File: config.mk
export PLATFORM = sky130hd
export DESIGN_NAME = rgb_to_hsv_converter_flat
export DESIGN_NICKNAME = d
export VERILOG_FILES = /design/src/rtl/core/rgb2hsv_pkg.sv /design/src/rtl/core/rgb2hsv_if.sv /design/src/rtl/core/rgb_to_hsv_converter.sv /design/src/flat_wrapper.sv
export SDC_FILE = /design/constraint.sdc
export NUM_CORES = 1
export LEC_CHECK = 0
export BUFFER_PORTS_ARGS = -buffer_cell sky130_fd_sc_hd__clkbuf_2
export CORE_MARGIN = 1.5
export CORE_UTILIZATION = 45
export CTS_CLUSTER_DIAMETER = 60
export CTS_CLUSTER_SIZE = 16
export DETAILED_ROUTE_END_ITERATION = 7
export GPL_TIMING_DRIVEN = 0
export HOLD_SLACK_MARGIN = 0.02
export PLACE_DENSITY_LB_ADDON = 0.1
export REMOVE_ABC_BUFFERS = 1
export SLEW_MARGIN = 10
export SYNTH_ARGS = -nofsm -noshare
export SYNTH_HDL_FRONTEND = slang
export SYNTH_SLANG_ARGS = --single-unit
File: constraint.sdc
create_clock -name clock -period 10.8 [get_ports clock]
set_input_delay 1.62 -clock clock [delete_from_list [all_inputs] [get_ports clock]]
set_output_delay 1.62 -clock clock [all_outputs]
set_load 0.01 [all_outputs]
File: src/rtl/core/rgb2hsv_pkg.sv
// ----------------------------------------------------------------------------
// RGB to HSV converter package
// Field widths, hue constants and pipeline stage types.
// ----------------------------------------------------------------------------
`timescale 1ns / 1ps
`default_nettype none

package rgb2hsv_pkg;

   localparam int COMP_W     = 8;
   localparam int HUE_W      = 15;
   localparam int SAT_QUO_W  = 8;
   localparam int HUE_QUO_W  = 12;
   localparam int SAT_REM_W  = 16;
   localparam int HUE_REM_W  = 20;

   localparam logic [SAT_REM_W-1:0] SAT_SCALE     = 16'd255;
   localparam logic [HUE_REM_W-1:0] HUE_SIXTH     = 20'd3840;
   localparam logic [HUE_W-1:0]     HUE_GREEN_OFF = 15'd7680;
   localparam logic [HUE_W-1:0]     HUE_BLUE_OFF  = 15'd15360;
   localparam logic [HUE_W-1:0]     HUE_FULL      = 15'd23040;

   typedef enum logic [1:0] {
      SECTOR_RED,
      SECTOR_GREEN,
      SECTOR_BLUE
   } sector_type;

   typedef struct packed {
      logic [COMP_W-1:0] brightness;
      logic [COMP_W-1:0] delta;
      sector_type        sector;
      logic              diff_neg;
      logic [COMP_W-1:0] diff_mag;
   } front_type;

   typedef struct packed {
      logic [COMP_W-1:0]    brightness;
      logic [COMP_W-1:0]    delta;
      sector_type           sector;
      logic                 diff_neg;
      logic [SAT_REM_W-1:0] sat_rem;
      logic [SAT_QUO_W-1:0] sat_quo;
      logic [HUE_REM_W-1:0] hue_rem;
      logic [HUE_QUO_W-1:0] hue_quo;
   } div_stage_type;

endpackage

`default_nettype wire

File: src/rtl/core/rgb2hsv_if.sv
// ----------------------------------------------------------------------------
// RGB to HSV converter channels
// Valid/ready channels for the pixel request and the HSV response.
// ----------------------------------------------------------------------------
`timescale 1ns / 1ps
`default_nettype none

interface rgb2hsv_req_if;
   import rgb2hsv_pkg::*;

   logic              valid;
   logic              ready;
   logic [COMP_W-1:0] red;
   logic [COMP_W-1:0] green;
   logic [COMP_W-1:0] blue;

   modport source (output valid, output red, output green, output blue, input ready);
   modport sink   (input valid, input red, input green, input blue, output ready);
endinterface

interface rgb2hsv_rsp_if;
   import rgb2hsv_pkg::*;

   logic              valid;
   logic              ready;
   logic [HUE_W-1:0]  hue;
   logic [COMP_W-1:0] saturation;
   logic [COMP_W-1:0] brightness;

   modport source (output valid, output hue, output saturation, output brightness,
                   input ready);
   modport sink   (input valid, input hue, input saturation, input brightness,
                   output ready);
endinterface

`default_nettype wire

File: src/rtl/core/rgb_to_hsv_converter.sv
// ----------------------------------------------------------------------------
// RGB to HSV converter
// Pipelined conversion of 8-bit RGB pixels to hue (1/64 degree),
// saturation and brightness, with two one-bit-per-stage dividers.
// ----------------------------------------------------------------------------
//   channel   dir  payload                          handshake
//   req_chan  in   red, green, blue                 valid/ready
//   rsp_chan  out  hue, saturation, brightness      valid/ready
//
// One item per cycle sustained while the response channel is not stalled;
// 16 register stages, set by the 12-stage hue divider (one quotient bit per
// stage) plus input, front, numerator and output registers.
// Synchronous reset clears all stage valid bits.
// Each stage holds while its successor is full and stalled; bubbles close up.
// ----------------------------------------------------------------------------
`timescale 1ns / 1ps
`default_nettype none

module rgb_to_hsv_converter (
   input  logic          clock,
   input  logic          reset,
   rgb2hsv_req_if.sink   req_chan,
   rgb2hsv_rsp_if.source rsp_chan
);
   import rgb2hsv_pkg::*;

   localparam int STEPS = HUE_QUO_W;

   logic [COMP_W-1:0] red_ff, green_ff, blue_ff;
   logic              in_v_ff;
   front_type         front_ff, front_in;
   logic              front_v_ff;
   div_stage_type     num_ff, num_in;
   logic              num_v_ff;
   div_stage_type     div_ff [STEPS];
   div_stage_type     div_in [STEPS];
   logic              div_v_ff [STEPS];
   logic              en_div [STEPS];
   logic [HUE_W-1:0]  hue_ff, hue_in;
   logic [COMP_W-1:0] sat_ff, sat_in;
   logic [COMP_W-1:0] bright_ff;
   logic              out_v_ff;
   logic              en_out, en_num, en_front, en_in;

   // handshake chain
   assign en_out   = !out_v_ff || rsp_chan.ready;
   assign en_num   = !num_v_ff || en_div[0];
   assign en_front = !front_v_ff || en_num;
   assign en_in    = !in_v_ff || en_front;
   assign req_chan.ready = en_in;

   // input register
   always_ff @(posedge clock) begin
      if (reset) begin
         in_v_ff <= 1'b0;
      end else if (en_in) begin
         in_v_ff <= req_chan.valid;
      end
      if (en_in) begin
         red_ff   <= req_chan.red;
         green_ff <= req_chan.green;
         blue_ff  <= req_chan.blue;
      end
   end

   // max, min, sector and hue difference
   always_comb begin
      logic [COMP_W-1:0] mx, mn, pa, pb;
      mx = (red_ff > green_ff) ? red_ff : green_ff;
      mx = (mx > blue_ff) ? mx : blue_ff;
      mn = (red_ff < green_ff) ? red_ff : green_ff;
      mn = (mn < blue_ff) ? mn : blue_ff;
      if (red_ff >= mx) begin
         front_in.sector = SECTOR_RED;
         pa = green_ff;
         pb = blue_ff;
      end else if (green_ff >= mx) begin
         front_in.sector = SECTOR_GREEN;
         pa = blue_ff;
         pb = red_ff;
      end else begin
         front_in.sector = SECTOR_BLUE;
         pa = red_ff;
         pb = green_ff;
      end
      front_in.brightness = mx;
      front_in.delta      = mx - mn;
      front_in.diff_neg   = pa < pb;
      front_in.diff_mag   = (pa < pb) ? (pb - pa) : (pa - pb);
   end

   always_ff @(posedge clock) begin
      if (reset) begin
         front_v_ff <= 1'b0;
      end else if (en_front) begin
         front_v_ff <= in_v_ff;
      end
      if (en_front) begin
         front_ff <= front_in;
      end
   end

   // divider numerators
   always_comb begin
      num_in.brightness = front_ff.brightness;
      num_in.delta      = front_ff.delta;
      num_in.sector     = front_ff.sector;
      num_in.diff_neg   = front_ff.diff_neg;
      num_in.sat_rem    = SAT_REM_W'(front_ff.delta) * SAT_SCALE;
      num_in.sat_quo    = '0;
      num_in.hue_rem    = HUE_REM_W'(front_ff.diff_mag) * HUE_SIXTH;
      num_in.hue_quo    = '0;
   end

   always_ff @(posedge clock) begin
      if (reset) begin
         num_v_ff <= 1'b0;
      end else if (en_num) begin
         num_v_ff <= front_v_ff;
      end
      if (en_num) begin
         num_ff <= num_in;
      end
   end

   // divider stages: one hue bit each, saturation bits in the early stages
   for (genvar k = 0; k < STEPS; k++) begin : g_div
      localparam int SAT_SH = (k < SAT_QUO_W) ? (SAT_QUO_W - 1 - k) : 0;

      div_stage_type prev;
      logic          prev_v;

      if (k == 0) begin : g_head
         assign prev   = num_ff;
         assign prev_v = num_v_ff;
      end else begin : g_body
         assign prev   = div_ff[k-1];
         assign prev_v = div_v_ff[k-1];
      end

      if (k == STEPS - 1) begin : g_last
         assign en_div[k] = !div_v_ff[k] || en_out;
      end else begin : g_mid
         assign en_div[k] = !div_v_ff[k] || en_div[k+1];
      end

      always_comb begin
         logic [HUE_REM_W-1:0] hue_dsh;
         logic [SAT_REM_W-1:0] sat_dsh;
         hue_dsh    = HUE_REM_W'(prev.delta) << (HUE_QUO_W - 1 - k);
         sat_dsh    = SAT_REM_W'(prev.brightness) << SAT_SH;
         div_in[k]  = prev;
         if (prev.hue_rem >= hue_dsh) begin
            div_in[k].hue_rem                   = prev.hue_rem - hue_dsh;
            div_in[k].hue_quo[HUE_QUO_W - 1 - k] = 1'b1;
         end
         if (k < SAT_QUO_W) begin
            if (prev.sat_rem >= sat_dsh) begin
               div_in[k].sat_rem         = prev.sat_rem - sat_dsh;
               div_in[k].sat_quo[SAT_SH] = 1'b1;
            end
         end
      end

      always_ff @(posedge clock) begin
         if (reset) begin
            div_v_ff[k] <= 1'b0;
         end else if (en_div[k]) begin
            div_v_ff[k] <= prev_v;
         end
         if (en_div[k]) begin
            div_ff[k] <= div_in[k];
         end
      end
   end

   // sector offset, sign and wrap
   always_comb begin
      div_stage_type      d;
      logic [HUE_W-1:0]   off;
      logic [HUE_W:0]     q;
      logic [HUE_W:0]     sum;
      d = div_ff[STEPS-1];
      q = (HUE_W + 1)'(d.hue_quo);
      case (d.sector)
         SECTOR_RED:   off = '0;
         SECTOR_GREEN: off = HUE_GREEN_OFF;
         SECTOR_BLUE:  off = HUE_BLUE_OFF;
         default:      off = '0;
      endcase
      if (!d.diff_neg) begin
         sum = (HUE_W + 1)'(off) + q;
      end else if ((HUE_W + 1)'(off) >= q) begin
         sum = (HUE_W + 1)'(off) - q;
      end else begin
         sum = (HUE_W + 1)'(off) + (HUE_W + 1)'(HUE_FULL) - q;
      end
      if (sum >= (HUE_W + 1)'(HUE_FULL)) begin
         sum = sum - (HUE_W + 1)'(HUE_FULL);
      end
      hue_in = (d.delta == '0) ? '0 : sum[HUE_W-1:0];
      sat_in = (d.brightness == '0) ? '0 : d.sat_quo;
   end

   // output register
   always_ff @(posedge clock) begin
      if (reset) begin
         out_v_ff <= 1'b0;
      end else if (en_out) begin
         out_v_ff <= div_v_ff[STEPS-1];
      end
      if (en_out) begin
         hue_ff    <= hue_in;
         sat_ff    <= sat_in;
         bright_ff <= div_ff[STEPS-1].brightness;
      end
   end

   assign rsp_chan.valid      = out_v_ff;
   assign rsp_chan.hue        = hue_ff;
   assign rsp_chan.saturation = sat_ff;
   assign rsp_chan.brightness = bright_ff;

endmodule

`default_nettype wire

File: src/flat_wrapper.sv
// flat-port wrapper written by rule: the top's interface ports become plain ports
module rgb_to_hsv_converter_flat import rgb2hsv_pkg::*;
  (clock, reset, req_chan_valid, req_chan_red, req_chan_green, req_chan_blue, req_chan_ready, rsp_chan_valid, rsp_chan_hue, rsp_chan_saturation, rsp_chan_brightness, rsp_chan_ready);
  rgb2hsv_req_if req_chan_i ();
  rgb2hsv_rsp_if rsp_chan_i ();
  input  logic clock;
  input  logic reset;
  input wire logic [$bits(req_chan_i.valid)-1:0] req_chan_valid;
  input wire logic [$bits(req_chan_i.red)-1:0] req_chan_red;
  input wire logic [$bits(req_chan_i.green)-1:0] req_chan_green;
  input wire logic [$bits(req_chan_i.blue)-1:0] req_chan_blue;
  output wire logic [$bits(req_chan_i.ready)-1:0] req_chan_ready;
  output wire logic [$bits(rsp_chan_i.valid)-1:0] rsp_chan_valid;
  output wire logic [$bits(rsp_chan_i.hue)-1:0] rsp_chan_hue;
  output wire logic [$bits(rsp_chan_i.saturation)-1:0] rsp_chan_saturation;
  output wire logic [$bits(rsp_chan_i.brightness)-1:0] rsp_chan_brightness;
  input wire logic [$bits(rsp_chan_i.ready)-1:0] rsp_chan_ready;
  assign req_chan_i.valid = req_chan_valid;
  assign req_chan_i.red = req_chan_red;
  assign req_chan_i.green = req_chan_green;
  assign req_chan_i.blue = req_chan_blue;
  assign req_chan_ready = req_chan_i.ready;
  assign rsp_chan_valid = rsp_chan_i.valid;
  assign rsp_chan_hue = rsp_chan_i.hue;
  assign rsp_chan_saturation = rsp_chan_i.saturation;
  assign rsp_chan_brightness = rsp_chan_i.brightness;
  assign rsp_chan_i.ready = rsp_chan_ready;
  rgb_to_hsv_converter u_core (.clock(clock), .reset(reset), .req_chan(req_chan_i), .rsp_chan(rsp_chan_i));
endmodule
---- After elaboration in Yosys (flattened, before gate mapping) ----
Memory sizes are Yosys's and may differ from the RTL's.
Index checks and enable logic that the tools add are counted.
storage, ports and cells
  register bits after elaboration ......... 133
  bits in writable memories ............... 912
  input port bits ......................... 28
  output and inout port bits .............. 33
  word-level logic and storage cells ...... 244
  memories ................................ 2
cells by class
  add/subtract/negate cells ............... 28
  $mul .................................... 2
  order comparisons ....................... 29
  eq/ne operators ......................... 2
  mux-type cells .......................... 114
  bitwise operators ....................... 12
  reduce and logical (&&, ||, !) cells .... 34
memories
  memory           words  width  rd ports  clocked after memory_dff  wr ports  line                        text
  u_core.div_ff    12     75     12        0                         12        rgb_to_hsv_converter.sv:35  div_stage_type div_ff [STEPS];
  u_core.div_v_ff  12     1      12        0                         12        rgb_to_hsv_converter.sv:37  logic div_v_ff [STEPS];
operators with widths
  kind                                          count
  2-to-1 mux 20 bit                             11
  2-to-1 mux 16 bit                             9
  2-to-1 mux 1 bit                              80
  2-to-1 mux 8 bit                              9
  subtractor 16 x 12 -> 16 bit                  2
  one-hot mux 14 bit (2 select lines)           1
  less-than comparator 8 bit                    3
  subtractor 8 bit                              3
  2-to-1 mux 21 bit                             1
  greater-or-equal comparator 20 x 10 -> 1 bit  1
  greater-or-equal comparator 20 x 11 -> 1 bit  1
  greater-or-equal comparator 20 x 12 -> 1 bit  1
  greater-or-equal comparator 20 x 13 -> 1 bit  1
  greater-or-equal comparator 20 x 14 -> 1 bit  1
  greater-or-equal comparator 20 x 15 -> 1 bit  1
  greater-or-equal comparator 20 x 16 -> 1 bit  1
  greater-or-equal comparator 20 x 17 -> 1 bit  1
  greater-or-equal comparator 20 x 18 -> 1 bit  1
  greater-or-equal comparator 20 x 19 -> 1 bit  1
  greater-or-equal comparator 20 x 8 -> 1 bit   1
  greater-or-equal comparator 20 x 9 -> 1 bit   1
  subtractor 20 x 10 -> 20 bit                  1
  subtractor 20 x 11 -> 20 bit                  1
  subtractor 20 x 12 -> 20 bit                  1
  43 further kinds                              87

---- Logic depth before layout (Yosys ltp) ----
  depth after elaboration ................. 18
  gate-level depth with buffers ........... 42

---- Least setup slack after synthesis ----
No wires, ideal clock.
  path type ............................... reg-to-reg
  start point ............................. register u_core.red_ff[0]
  end point ............................... register u_core.front_ff[7] (netlist name), data pin
  library setup time ...................... 0.258 ns
  arrival ................................. 7.786 ns
  data required time ...................... 10.542 ns
  slack ................................... 2.756 ns
  cell stages (with the launch flop) ...... 42
  path buffers ............................ 4
  cells stage by stage .................... edfxtp_1 -> clkinv_1 -> ha_1 -> nand4_1 -> nor2_1 -> a211o_2 -> nand2_1 -> buf_1 -> nor2_1 -> a21oi_1 -> inv_1 -> ha_1 -> and4b_1 -> a211oi_2 -> o21a_2 -> nor2_1 -> clkbuf_1 -> nor2_1 -> (+6 left out) -> nor3_1 -> o21ai_2 -> buf_2 -> a21oi_1 -> a21o_1 -> ha_1 -> clkbuf_1 -> a21o_1 -> a21oi_1 -> o21bai_1 -> a21oi_1 -> o21ai_2 -> inv_1 -> or3_1 -> o311ai_0 -> nand3_1 -> a31oi_1 -> xnor2_1
RTL lines
  what                    line                        text
  from (decl)             rgb_to_hsv_converter.sv:29  logic [COMP_W-1:0] red_ff, green_ff, blue_ff;
  from (signal assigned)  rgb_to_hsv_converter.sv:60  red_ff <= req_chan.red;
  to (signal assigned)    rgb_to_hsv_converter.sv:99  front_ff <= front_in;
  to (decl)               rgb_to_hsv_converter.sv:31  front_type front_ff, front_in;

==> metrics.md <==
| Metric | Value |
|---|---|
| TritonCTS clock tree | `yes` |
| Buffer levels on the longest clock path | `3` |
| Buffer cell driving the clock tree root | `sky130_fd_sc_hd__clkbuf_16` |
| Gate Count Post-Synth | `3181` |
| Maximum frequency from static timing analysis | `101 MHz` |
| Multi-input combinational cell area | `14600 sq um` |
| Worst-path clk slew | `60 ps` |
| Hold depth | `0` |
| Tightest Pin Transition | `1130 ps` |
| Number of sinks handled by clock tree synthesis | `783` |
| Post-detailed-route wirelength per cell | `15.1 um` |
| Area inside the core boundary | `87000 sq um` |
| Register-to-register setup slack | `890 ps` |
| Final wirelength | `67500 um` |
| Top-count cell post-synth | `sky130_fd_sc_hd__edfxtp_1` |
| Via count of the first global-routing pass | `23855` |
| Count of vias placed by the detailed router | `23090` |
| Remaining routing DRC violations | `0` |
| Final Hold Fails | `0` |
| Crit path DAT | `10270 ps` |
| Crit path capture type | `flip-flop` |
| Final setup skew | `17.8 ps` |
| Shortest period the worst path allows | `9910 ps` |
| Average size of a mapped cell | `12.5 sq um` |
| Cell taking the most area after synthesis | `sky130_fd_sc_hd__edfxtp_1` |
| Share of synthesized cell area in full adder, half adder and majority cells | `0.122` |
| Global placement routability congestion | `0.876` |
| First DRT Iteration DRCs | `985` |
| Layout overhead on the synthesized area | `10.3%` |
| Pin count of the biggest net entering global routing | `66` |
| Delay of the slowest cell on the worst path | `750 ps` |
| Count of cells resized by post-cts repair | `0` |
| Sort of element at the start of the critical path | `flip-flop` |
| Logic depth of the worst register-to-register path | `37` |
| Commonest register cell after synthesis | `sky130_fd_sc_hd__edfxtp_1` |
| Total clock buffers created by CTS | `70` |
| #FFs+latches synth | `783` |
| Clock latency at the later pin of the worst-skew pair | `630 ps` |
| Number of antenna cells inserted | `0` |
| Level count of the clock H-tree | `3` |
| Port Buffer Count | `60` |
| Cell types with the largest area share after synthesis | `sky130_fd_sc_hd__edfxtp_1, sky130_fd_sc_hd__ha_1, sky130_fd_sc_hd__inv_1` |
| Antenna violations before repair | `0` |
| Mux cell area share after synthesis | `0.00851` |
| Final net count | `3660` |
| Number of buffer and inverter instances along the worst setup path | `5` |
| Number of pins exceeding their max-slew limit in the final report | `0` |
| GRT Util Overall | `0.154` |
| Share of Yosys cell area claimed by the top area cell type | `0.589` |
| Hold buffers post-CTS | `0` |
| Fraction of final layout cells sized beyond drive strength 1 | `0.0727` |
| Critical register-to-register path startpoint | `u_core.red_ff[0]$_DFFE_PP_` |
| Remaining global-route overflow | `0` |
| Hold Startpoint | `u_core.div_ff[2][183]$_DFFE_PP_` |
| Terminus of the critical flop-to-flop path | `u_core.front_ff[7]$_DFFE_PP_` |
| Die area | `90000 sq um` |
| Endpoints failing setup | `0` |
| Maximum capacitance violations | `0` |
| Combined flip-flop and latch cell area | `23500 sq um` |
| Post-synth EDFFs | `779` |
| Syn. warnings | `0` |
| DR pass1 iterations | `5` |
| Result of the run | `completed` |
| Die Width | `300 um` |
| Critical path type | `flip-flop to flip-flop` |
| Number of primary I/O pins | `61` |
| Synth async-reset ratio | `0` |
| Maximum fanout along the worst path | `27` |
| Hold Crit Endpoint | `u_core.div_ff[2][258]$_DFFE_PP_` |
| Max transition margin | `0.244` |
| Synth unique cells | `92` |
| FILL cells | `7529` |
| Hold crit path type | `flip-flop to flip-flop` |
| Delay-heaviest family, CP | `compound AO/OA/AOI/OAI gates` |
| # rows | `108` |
| Buffer count from post-CTS setup fixing | `0` |
| Unrepaired setup endpoints after global routing | `no` |
| Estimated wirelength of the detail-placed design | `51900 um` |
| Sequential area share after synthesis | `0.591` |
| Worst EP required | `11170 ps` |
| Count of nets left with antenna violations after detail routing | `0` |
| Initial core utilization | `0.456` |
| Parity-gate share of the synthesized area counting xor and xnor cells | `0.0426` |
| Global-route wire length before repair | `113000 um` |
| Compound-gate portion of the synthesized area | `0.0945` |
| Dominant combinational cell family by area after synthesis | `adder cells` |
| List of most frequent post-synthesis cells | `sky130_fd_sc_hd__edfxtp_1, sky130_fd_sc_hd__inv_1, sky130_fd_sc_hd__ha_1, sky130_fd_sc_hd__a21oi_1, sky130_fd_sc_hd__nor2_1` |
| Netlist area before placement | `39700 sq um` |
| Slowest CP cell | `sky130_fd_sc_hd__nor2_1` |
| Vertical die dimension | `300 um` |
| Via/cell ratio | `5.15` |
| Period utilisation layout | `0.917` |
| Synth Area in Simple Gates | `0.0978` |
| Setup TNS | `0 ps` |
## logic make-up after synthesis
logic type                 count (synthesis)
buffers and inverters                    459
and+or+nand+nor                          763
AOI/OAI and AO/OA                        602
DFF                                      783
adders and majority gates                348
muxes                                     33
xor gates and xnor gates                 193
## cell usage in the layout (no fill, tap or decap), types with 74 or more instances in the layout
cell,synthesis,final
sky130_fd_sc_hd__nor2_1,239,239
sky130_fd_sc_hd__nand2_1,136,131
sky130_fd_sc_hd__a21o_1,74,74
sky130_fd_sc_hd__xnor2_1,108,108
sky130_fd_sc_hd__inv_1,415,407
sky130_fd_sc_hd__a21oi_1,241,241
sky130_fd_sc_hd__o21ai_0,138,138
sky130_fd_sc_hd__edfxtp_1,779,779
sky130_fd_sc_hd__xor2_1,85,85
sky130_fd_sc_hd__ha_1,282,282
## worst reg2reg max path, delay by kind of cell (launching register included)
kind	cells	cell delay, ps
flip-flops	1	520
XOR/XNOR	1	110
buffers and inverters	5	980
multiplexers	1	260
adder cells (fa/ha/maj)	4	1480
AND/OR/NAND/NOR	11	2450
AO/OA/AOI/OAI	15	3840
## sequential cells by signal, summed over array words and instances, names as in the netlist, 12 cells and up
name / flops
u_core.rsp_chan.hue: 15
u_core.div_v_ff: 12
u_core.g_div.prev: 28
u_core.front_ff: 27
u_core.div_in: 18
u_core.div_ff: 639
## final cells by class
class | count | area share
Sequential cell | 783 | 0.536
Multi-Input combinational cell | 1939 | 0.332
Clock buffer | 80 | 0.0418
Inverter | 418 | 0.0358
Tap cell | 1155 | 0.0330
Timing Repair Buffer | 73 | 0.0126
Clock inverter | 34 | 0.00840
## per-layer routing
layer,vias up,part of all wire,track usage
li1,11601,-,-
met1,11028,0.39,0.161
met2,306,0.54,0.300
met3,155,0.029,0.0256
met4,0,0.038,0.0646
met5,-,0,0
## how the worst max path moves through the flow
stage                                   end  slack [ps]                        from  cells after the start
6_report       u_core.front_ff[7]$_DFFE_PP_         890  u_core.red_ff[0]$_DFFE_PP_                     37
5_1_grt        u_core.front_ff[7]$_DFFE_PP_         120  u_core.red_ff[0]$_DFFE_PP_                     37
4_1_cts        u_core.front_ff[7]$_DFFE_PP_         690  u_core.red_ff[0]$_DFFE_PP_                     37
3_5_place_dp   u_core.front_ff[7]$_DFFE_PP_         740  u_core.red_ff[0]$_DFFE_PP_                     37
3_3_place_gp   u_core.front_ff[7]$_DFFE_PP_         920  u_core.red_ff[0]$_DFFE_PP_                     37
2_1_floorplan  u_core.front_ff[7]$_DFFE_PP_        2800  u_core.red_ff[0]$_DFFE_PP_                     38
## per-stage QoR
step / setup WS [ps] / utilization / instances / hold WS (ps) / cell area (sq um)
2_1_floorplan: 2800 / - / 3140 / 400 / 39500
3_3_place_gp: 921 / 0.474 / 4355 / 401 / 41300
3_5_place_dp: 739 / 0.478 / 4367 / 405 / 41600
4_1_cts: 689 / 0.503 / 4481 / 407 / 43800
5_1_grt: 118 / 0.503 / 4482 / 417 / 43800
6_report: 893 / 0.503 / 4482 / 415 / 43800
Power is not shown: default switching activity piles up to over one toggle a cycle in this logic, so the estimate is an artifact.
